==> src/third_order_state_space_euler_sim_assert.svh <==
// Assertion macros used by the plant simulator top level.
`ifndef THIRD_ORDER_STATE_SPACE_EULER_SIM_ASSERT_SVH
`define THIRD_ORDER_STATE_SPACE_EULER_SIM_ASSERT_SVH

// Same-cycle implication, sampled on clk, off while rst_n is low.
`define TOSSIM_ASSERT_NOW(lbl, ante, cons, msg) \
    lbl: assert property (@(posedge clk) disable iff (!rst_n) (ante) |-> (cons)) \
        else $error(msg);

// Next-cycle implication, sampled on clk, off while rst_n is low.
`define TOSSIM_ASSERT_NEXT(lbl, ante, cons, msg) \
    lbl: assert property (@(posedge clk) disable iff (!rst_n) (ante) |=> (cons)) \
        else $error(msg);

`endif

==> src/tossim_pkg.sv <==
// Shared types, constants, microcode ROM and saturation helper of the plant simulator.
package tossim_pkg;

    localparam int DATA_W    = 32;
    localparam int DT_W      = 16;
    localparam int DLY_W     = 10;
    localparam int CFG_IDX_W = 3;
    localparam int STEP_W    = 4;

    localparam logic [DT_W-1:0] DT_RESET = 16'd655;

    // Configuration register indexes
    typedef enum logic [CFG_IDX_W-1:0] {
        CFG_A0    = 3'd0,
        CFG_A1    = 3'd1,
        CFG_A2    = 3'd2,
        CFG_DT    = 3'd3,
        CFG_DELAY = 3'd4
    } cfg_idx_t;

    // Multiplier operand A sources
    typedef enum logic [3:0] {
        MA_ZERO,
        MA_A0,
        MA_A1,
        MA_A2,
        MA_VEL_HI,
        MA_VEL_LO,
        MA_ACC_HI,
        MA_ACC_LO,
        MA_DER_HI,
        MA_DER_LO
    } mul_a_t;

    // Multiplier operand B sources
    typedef enum logic [2:0] {
        MB_ZERO,
        MB_POS,
        MB_VEL,
        MB_ACC,
        MB_A1,
        MB_DT
    } mul_b_t;

    // Accumulator operations on the product register
    typedef enum logic [2:0] {
        AL_NONE,
        AL_STAB,
        AL_DINIT,
        AL_DSUB,
        AL_DSUBU,
        AL_SCHI,
        AL_SCLO
    } alu_op_t;

    // State register operations
    typedef enum logic [2:0] {
        S_NONE,
        S_START,
        S_POS,
        S_VEL,
        S_ACC,
        S_CLEAR
    } st_op_t;

    // Delay line port operations
    typedef enum logic [1:0] {
        M_NONE,
        M_WR,
        M_RD
    } mem_op_t;

    // Sequencer flow
    typedef enum logic [1:0] {
        Q_NEXT,
        Q_JCLR,
        Q_DONE
    } seq_op_t;

    typedef enum logic {
        SQ_IDLE,
        SQ_RUN
    } seq_state_t;

    typedef logic [STEP_W-1:0] step_t;

    localparam step_t STEP_CLR = 4'd13;

    typedef struct packed {
        mul_a_t  mul_a;
        mul_b_t  mul_b;
        alu_op_t alu_op;
        st_op_t  st_op;
        mem_op_t mem_op;
        seq_op_t seq_op;
        step_t   target;
    } ucode_t;

    localparam ucode_t UC_NOP = '{
        mul_a:  MA_ZERO,
        mul_b:  MB_ZERO,
        alu_op: AL_NONE,
        st_op:  S_NONE,
        mem_op: M_NONE,
        seq_op: Q_DONE,
        target: 4'd0
    };

    // Datapath to sequencer
    typedef struct packed {
        logic in_fire;
        logic act;
        logic out_free;
    } seq_in_t;

    // Sequencer to datapath
    typedef struct packed {
        ucode_t cw;
        logic   in_ready;
        logic   load_out;
    } seq_out_t;

    // Delay line strobes
    typedef struct packed {
        logic wr_en;
        logic rd_en;
        logic clear;
    } dl_ctrl_t;

    typedef struct packed {
        logic                     hit;
        logic signed [DATA_W-1:0] val;
    } sat_t;

    localparam logic signed [DATA_W:0] SAT_HI = 33'sd2147483647;
    localparam logic signed [DATA_W:0] SAT_LO = -33'sd2147483648;

    // Clip a 65-bit sum to the signed 32-bit range
    function automatic sat_t sat32(input logic signed [64:0] v);
        sat_t r;
        r.hit = 1'b0;
        r.val = v[DATA_W-1:0];
        if (v > 65'(SAT_HI)) begin
            r.hit = 1'b1;
            r.val = SAT_HI[DATA_W-1:0];
        end else if (v < 65'(SAT_LO)) begin
            r.hit = 1'b1;
            r.val = SAT_LO[DATA_W-1:0];
        end
        return r;
    endfunction

    function automatic ucode_t uc(input mul_a_t ma, input mul_b_t mb, input alu_op_t al,
                                  input st_op_t so, input mem_op_t mo, input seq_op_t qo,
                                  input step_t tg);
        ucode_t w;
        w.mul_a  = ma;
        w.mul_b  = mb;
        w.alu_op = al;
        w.st_op  = so;
        w.mem_op = mo;
        w.seq_op = qo;
        w.target = tg;
        return w;
    endfunction

    // Microprogram. The product register holds the product of the operands selected on the step before.
    function automatic ucode_t ucode_rom(input step_t s);
        ucode_t w;
        w = UC_NOP;
        case (s)
            // a2*a1 for the stability test; branch off for a reset item
            4'd0:  w = uc(MA_A2,     MB_A1,   AL_NONE,  S_START, M_NONE, Q_JCLR, STEP_CLR);
            4'd1:  w = uc(MA_A0,     MB_POS,  AL_STAB,  S_NONE,  M_WR,   Q_NEXT, 4'd0);
            4'd2:  w = uc(MA_A1,     MB_VEL,  AL_DINIT, S_NONE,  M_RD,   Q_NEXT, 4'd0);
            4'd3:  w = uc(MA_A2,     MB_ACC,  AL_DSUBU, S_NONE,  M_NONE, Q_NEXT, 4'd0);
            4'd4:  w = uc(MA_VEL_HI, MB_DT,   AL_DSUB,  S_NONE,  M_NONE, Q_NEXT, 4'd0);
            4'd5:  w = uc(MA_VEL_LO, MB_DT,   AL_SCHI,  S_NONE,  M_NONE, Q_NEXT, 4'd0);
            4'd6:  w = uc(MA_ACC_HI, MB_DT,   AL_SCLO,  S_NONE,  M_NONE, Q_NEXT, 4'd0);
            4'd7:  w = uc(MA_ACC_LO, MB_DT,   AL_SCHI,  S_POS,   M_NONE, Q_NEXT, 4'd0);
            4'd8:  w = uc(MA_DER_HI, MB_DT,   AL_SCLO,  S_NONE,  M_NONE, Q_NEXT, 4'd0);
            4'd9:  w = uc(MA_DER_LO, MB_DT,   AL_SCHI,  S_VEL,   M_NONE, Q_NEXT, 4'd0);
            4'd10: w = uc(MA_ZERO,   MB_ZERO, AL_SCLO,  S_NONE,  M_NONE, Q_NEXT, 4'd0);
            4'd11: w = uc(MA_ZERO,   MB_ZERO, AL_NONE,  S_ACC,   M_NONE, Q_NEXT, 4'd0);
            4'd12: w = uc(MA_ZERO,   MB_ZERO, AL_NONE,  S_NONE,  M_NONE, Q_DONE, 4'd0);
            // reset item: flag, clear, report
            4'd13: w = uc(MA_ZERO,   MB_ZERO, AL_STAB,  S_CLEAR, M_NONE, Q_NEXT, 4'd0);
            4'd14: w = uc(MA_ZERO,   MB_ZERO, AL_NONE,  S_NONE,  M_NONE, Q_DONE, 4'd0);
            default: w = UC_NOP;
        endcase
        return w;
    endfunction

endpackage

==> src/tossim_seq.sv <==
// Microcode sequencer: step counter, control ROM and item handshake control.
module tossim_seq (
    input  logic                clk,
    input  logic                rst_n,
    input  tossim_pkg::seq_in_t  si,
    output tossim_pkg::seq_out_t so
);
    import tossim_pkg::*;

    seq_state_t state_reg, state_next;
    step_t      step_reg, step_next;
    ucode_t     cw_rom;

    // State and step counter
    always_ff @(posedge clk or negedge rst_n)
    begin
        if (!rst_n)
        begin
            state_reg <= SQ_IDLE;
            step_reg  <= '0;
        end
        else
        begin
            state_reg <= state_next;
            step_reg  <= step_next;
        end
    end

    // Next step, control word and handshake strobes
    always_comb
    begin
        cw_rom      = ucode_rom(step_reg);
        state_next  = state_reg;
        step_next   = step_reg;
        so.cw       = UC_NOP;
        so.in_ready = 1'b0;
        so.load_out = 1'b0;
        case (state_reg)
            SQ_IDLE:
            begin
                so.in_ready = 1'b1;
                if (si.in_fire)
                begin
                    state_next = SQ_RUN;
                    step_next  = '0;
                end
            end
            SQ_RUN:
            begin
                so.cw = cw_rom;
                case (cw_rom.seq_op)
                    Q_NEXT: step_next = step_reg + 1'b1;
                    Q_JCLR: step_next = si.act ? cw_rom.target : step_reg + 1'b1;
                    Q_DONE:
                    begin
                        // hold on the last step until the output register frees up
                        if (si.out_free)
                        begin
                            so.load_out = 1'b1;
                            state_next  = SQ_IDLE;
                        end
                    end
                    default: state_next = SQ_IDLE;
                endcase
            end
            default: state_next = SQ_IDLE;
        endcase
    end

endmodule

==> config.mk <==
export PLATFORM = sky130hd
export DESIGN_NAME = tossim_seq
export DESIGN_NICKNAME = d
export VERILOG_FILES = /design/src/third_order_state_space_euler_sim_assert.svh /design/src/tossim_pkg.sv /design/src/tossim_seq.sv
export SDC_FILE = /design/constraint.sdc
export NUM_CORES = 1
export LEC_CHECK = 0
export ABC_AREA = 1
export BUFFER_PORTS_ARGS = -buffer_cell sky130_fd_sc_hd__buf_2
export CELL_PAD_IN_SITES_DETAIL_PLACEMENT = 0
export CELL_PAD_IN_SITES_GLOBAL_PLACEMENT = 2
export CORE_AREA = 2 2 57 53
export DETAILED_ROUTE_END_ITERATION = 10
export DIE_AREA = 0 0 59 55
export MAX_ROUTING_LAYER = met4
export PLACE_DENSITY = 0.92
export SLEW_MARGIN = 10
export SYNTH_ARGS = -nofsm -noshare
export SYNTH_HDL_FRONTEND = slang
export SYNTH_SLANG_ARGS = --single-unit
==> constraint.sdc <==
create_clock -name clk -period 2.7 [get_ports clk]
set_input_delay 0.675 -clock clk [delete_from_list [all_inputs] [get_ports clk]]
set_output_delay 0.675 -clock clk [all_outputs]
set_load 0.02 [all_outputs]
# Word-level counts from Yosys, hierarchy flattened
# Memory sizes are Yosys's and may differ from the RTL's.
# Index checks and enable logic that the tools add are counted.
totals:
  register_bits: 5
  rom_bits: 320
  in_bits: 5
  out_inout_bits: 23
  elab_cells: 25
  n_memories: 1
classes:
  add_sub_neg: 1
  eq_ne: 4
  n_mux: 13
  bitwise_logic: 1
  n_reduce_logical: 3
mem_list:
  columns: ["memory", "words", "width", "read_ports", "rd_ports_with_merged_regs", "write_ports", "line_no", "source"]
  rows:
  - ["(name not given)", 16, 20, 1, 0, 0, "tossim_pkg.sv:171", "case (s)"]
ops:
  columns: ["op", "count"]
  rows:
  - ["two-way mux 21 bit", 1]
  - ["case mux 4 bit (2 select lines)", 2]
  - ["two-way mux 4 bit", 2]
  - ["two-way mux 1 bit", 6]
  - ["adder 4 x 1 -> 4 bit, second input constant", 1]
  - ["case mux 1 bit (2 select lines)", 2]
  - ["inequality test 3 x 1 -> 1 bit, second input constant", 1]
  - ["== test 2 x 1 -> 1 bit, second input constant", 1]
  - ["== test 2 bit, second input constant", 1]
  - ["zero test 2 bit", 1]
  - ["inequality test 2 bit, second input constant", 1]
  - ["AND reduction 2 bit", 1]
  - ["OR reduction 2 bit", 1]
  - ["NOT 1 bit", 1]

# Longest topological paths before layout
# An unclocked memory read counts as a cell.
logic_depth:
  ltp_word: 5
  depth_mapped: 8
  mapped_depth_nobuf: 8

# Least setup slack after synthesis
# OpenSTA, ideal clock, no wires.
synth_path:
  path_type: "reg2out"
  startpoint: "register step_reg[1]"
  endpoint: "output port so[4] (netlist bit)"
  arrival_ns: 1.478
  required_time_ns: 2.025
  setup_slack_ns: 0.547
  path_stages_with_launch: 6
  path_buffers: 1
  path_cell_list: "dfrtp_1 inv_1 ha_1 nand2_1 nor2_1 buf_4"
synth_rtl:
  columns: ["item", "line_no", "source"]
  rows:
  - ["start, declared", "tossim_seq.sv:11", "step_t step_reg, step_next;"]
  - ["start signal, assigned", "tossim_seq.sv:25", "step_reg <= step_next;"]
  - ["end, declared", "tossim_seq.sv:6", "output tossim_pkg::seq_out_t so"]

==> results_dict.tcl <==
set metrics [dict create \
    drv_slew 0 \
    holdWs_ps 236 \
    yosysWarnings 0 \
    postSynthAreaPerCell_sq_um 6.21 \
    fmaxAchievable_mhz 423 \
    grt_pass1_wl_mm 2.58 \
    grt_max_degree 15 \
    cts_htree_levels 1 \
    dieArea_sq_mm 0.00325 \
    cts_hold_buf 0 \
    largest_reg_flops 4 \
    clock_path_buffers 2 \
    wl_mm 1.58 \
    synth_compound_area_share_pct 13.8 \
    pin_count 28 \
    crit_type "flop to output port" \
    dieHeight_um 55 \
    synthMuxAreaShare_pct 0 \
    holdCritPathClass "input port to async pin" \
    finalSetupTns_ps 0 \
    drv_cap 0 \
    fillerInstances 318 \
    yosysUniqueCellTypes 20 \
    required_ps 2030 \
    post_cts_buffers 0 \
    port_buffers 26 \
    clkSinkCount 5 \
    synthToLayoutAreaGrowth_pct 25.5 \
    core_area_sq_mm 0.00266 \
    end_kind "output port" \
    gp_congestion 0.800 \
    grt_pass1_vias 601 \
    synth-simple-area-share_pct 35.4 \
    hold_violations 0 \
    fin_worst_skew_ps 1.68 \
    synth_xor_area_share_pct 0 \
    synth.yosys.seq_area_share_pct 20.4 \
    viasPerCell 4.42 \
    avgRoutedWirePerCell_um 10.2 \
    n_antenna_cell 0 \
    hpwlAfterDp_mm 1.26 \
    period_needed_ps 2360 \
    finalSetupViolCount 0 \
    drc 0 \
    num_vias 681 \
    drtPass1Iterations 4 \
    finalCritPeriodShare_pct 87.5 \
    numCtsBuffers 3 \
    clk_pin_slew_ps 50 \
    layout-drive-gt1-share_pct 29.8 \
    synth_area_sq_um 614 \
    rows 18 \
    rsz0062_at_grt "false" \
    path_max_fanout 11 \
    final_antenna_net_count 0 \
    syn_nets 112 \
    antenna_found_initial 0 \
    drtIter0Drc 29 \
    grt-ovfl-total 0 \
    outcome "finished, final reports clean" \
    root_buffer "clkbuf_4" \
    start_util_pct 23.1 \
    nets 138 \
    cts_resized 0 \
    dieWidth_um 59 \
    grt_use_total_pct 10.7 \
    syn_inst 99 \
    cp.arrival_ps 1690 \
    synth_top_family_by_area "simple AND/OR/NAND/NOR gates" \
    post-route-util_pct 29.0 \
    cts_tree "built" \
    synth_seq_cells 5 \
    synthAdderAreaFrac_pct 16.3 \
    cp-start-kind "flop" \
    final_cell_mix "nand2_1 (26), buf_2 (26), nor2_1 (16)" \
    clock_latency_ps 240 \
]
[routing by layer]
layer,vias up,global-route usage [%],share of wire [%]
li1,363,-,-
met1,295,14.1,51
met2,23,15.9,44
met3,0,2.79,5.7
met4,0,3.79,0
met5,-,-,0
[cell usage after synthesis, drive strengths merged]
| cell type | count | share of area [%] |
|---|---|---|
| nand3 | 4 | 3.3 |
| o22ai | 1 | 1.0 |
| or2 | 1 | 1.0 |
| a211oi | 1 | 1.2 |
| nand4 | 1 | 1.0 |
| o31ai | 1 | 1.2 |
| dfrtp | 5 | 20 |
| buf | 5 | 6.1 |
| inv | 12 | 7.3 |
| a21oi | 4 | 3.3 |
| nor3 | 3 | 2.4 |
| nand2 | 27 | 17 |
| conb | 1 | 0.61 |
| ha | 8 | 16 |
| o21ai | 8 | 7.1 |
| nor2 | 17 | 11 |
[per-stage QoR]
stage               setup WS, ps  cell area [sq um]  std cells
finish                       337                771        154
detailed placement           572                744        150
floorplan                    547                614         99
CTS                          301                771        154
global route                 130                771        154
global placement             584                744        150
[worst max-delay path, cell delays in order (launching register included)]
cell	delay, ps
dfrtp_1	490
inv_1	170
ha_1	240
nand2_1	80
o21ai_0	150
inv_1	70
nor2_1	80
buf_2	160
[cell type report]
class	count	area, sq um	share of cell area (%)
multi-input cells	77	407	52.8
repair buffers	26	130	16.9
flip-flops and latches	5	125	16.2
inverters	12	45.0	5.84
well taps	30	37.5	4.87
clock buffers	4	26.3	3.41
[logic make-up (layout without fill, tap and decap cells)]
| family | after synthesis | after routing |
|---|---|---|
| AOI/OAI and AO/OA | 15 | 15 |
| adders and majority gates | 8 | 8 |
| buffers and inverters | 17 | 42 |
| DFF | 5 | 5 |
| other | 1 | 1 |
| and+or+nand+nor | 53 | 53 |
[worst paths after layout]
path	start	endpoint	slack [ps]	cells past startpoint
min	rst_n	step_reg[2]	240	1
min in group clk	step_reg[3]	step_reg[3]	630	2
max reg2reg	step_reg[0]	step_reg[2]	1230	8
max in group asynchronous	rst_n	state_reg	2330	1
max	step_reg[1]	so[11]	340	7
min reg2reg	step_reg[3]	step_reg[3]	630	2
Power is not shown: default switching activity piles up to over one toggle a cycle in this logic, so the estimate is an artifact.
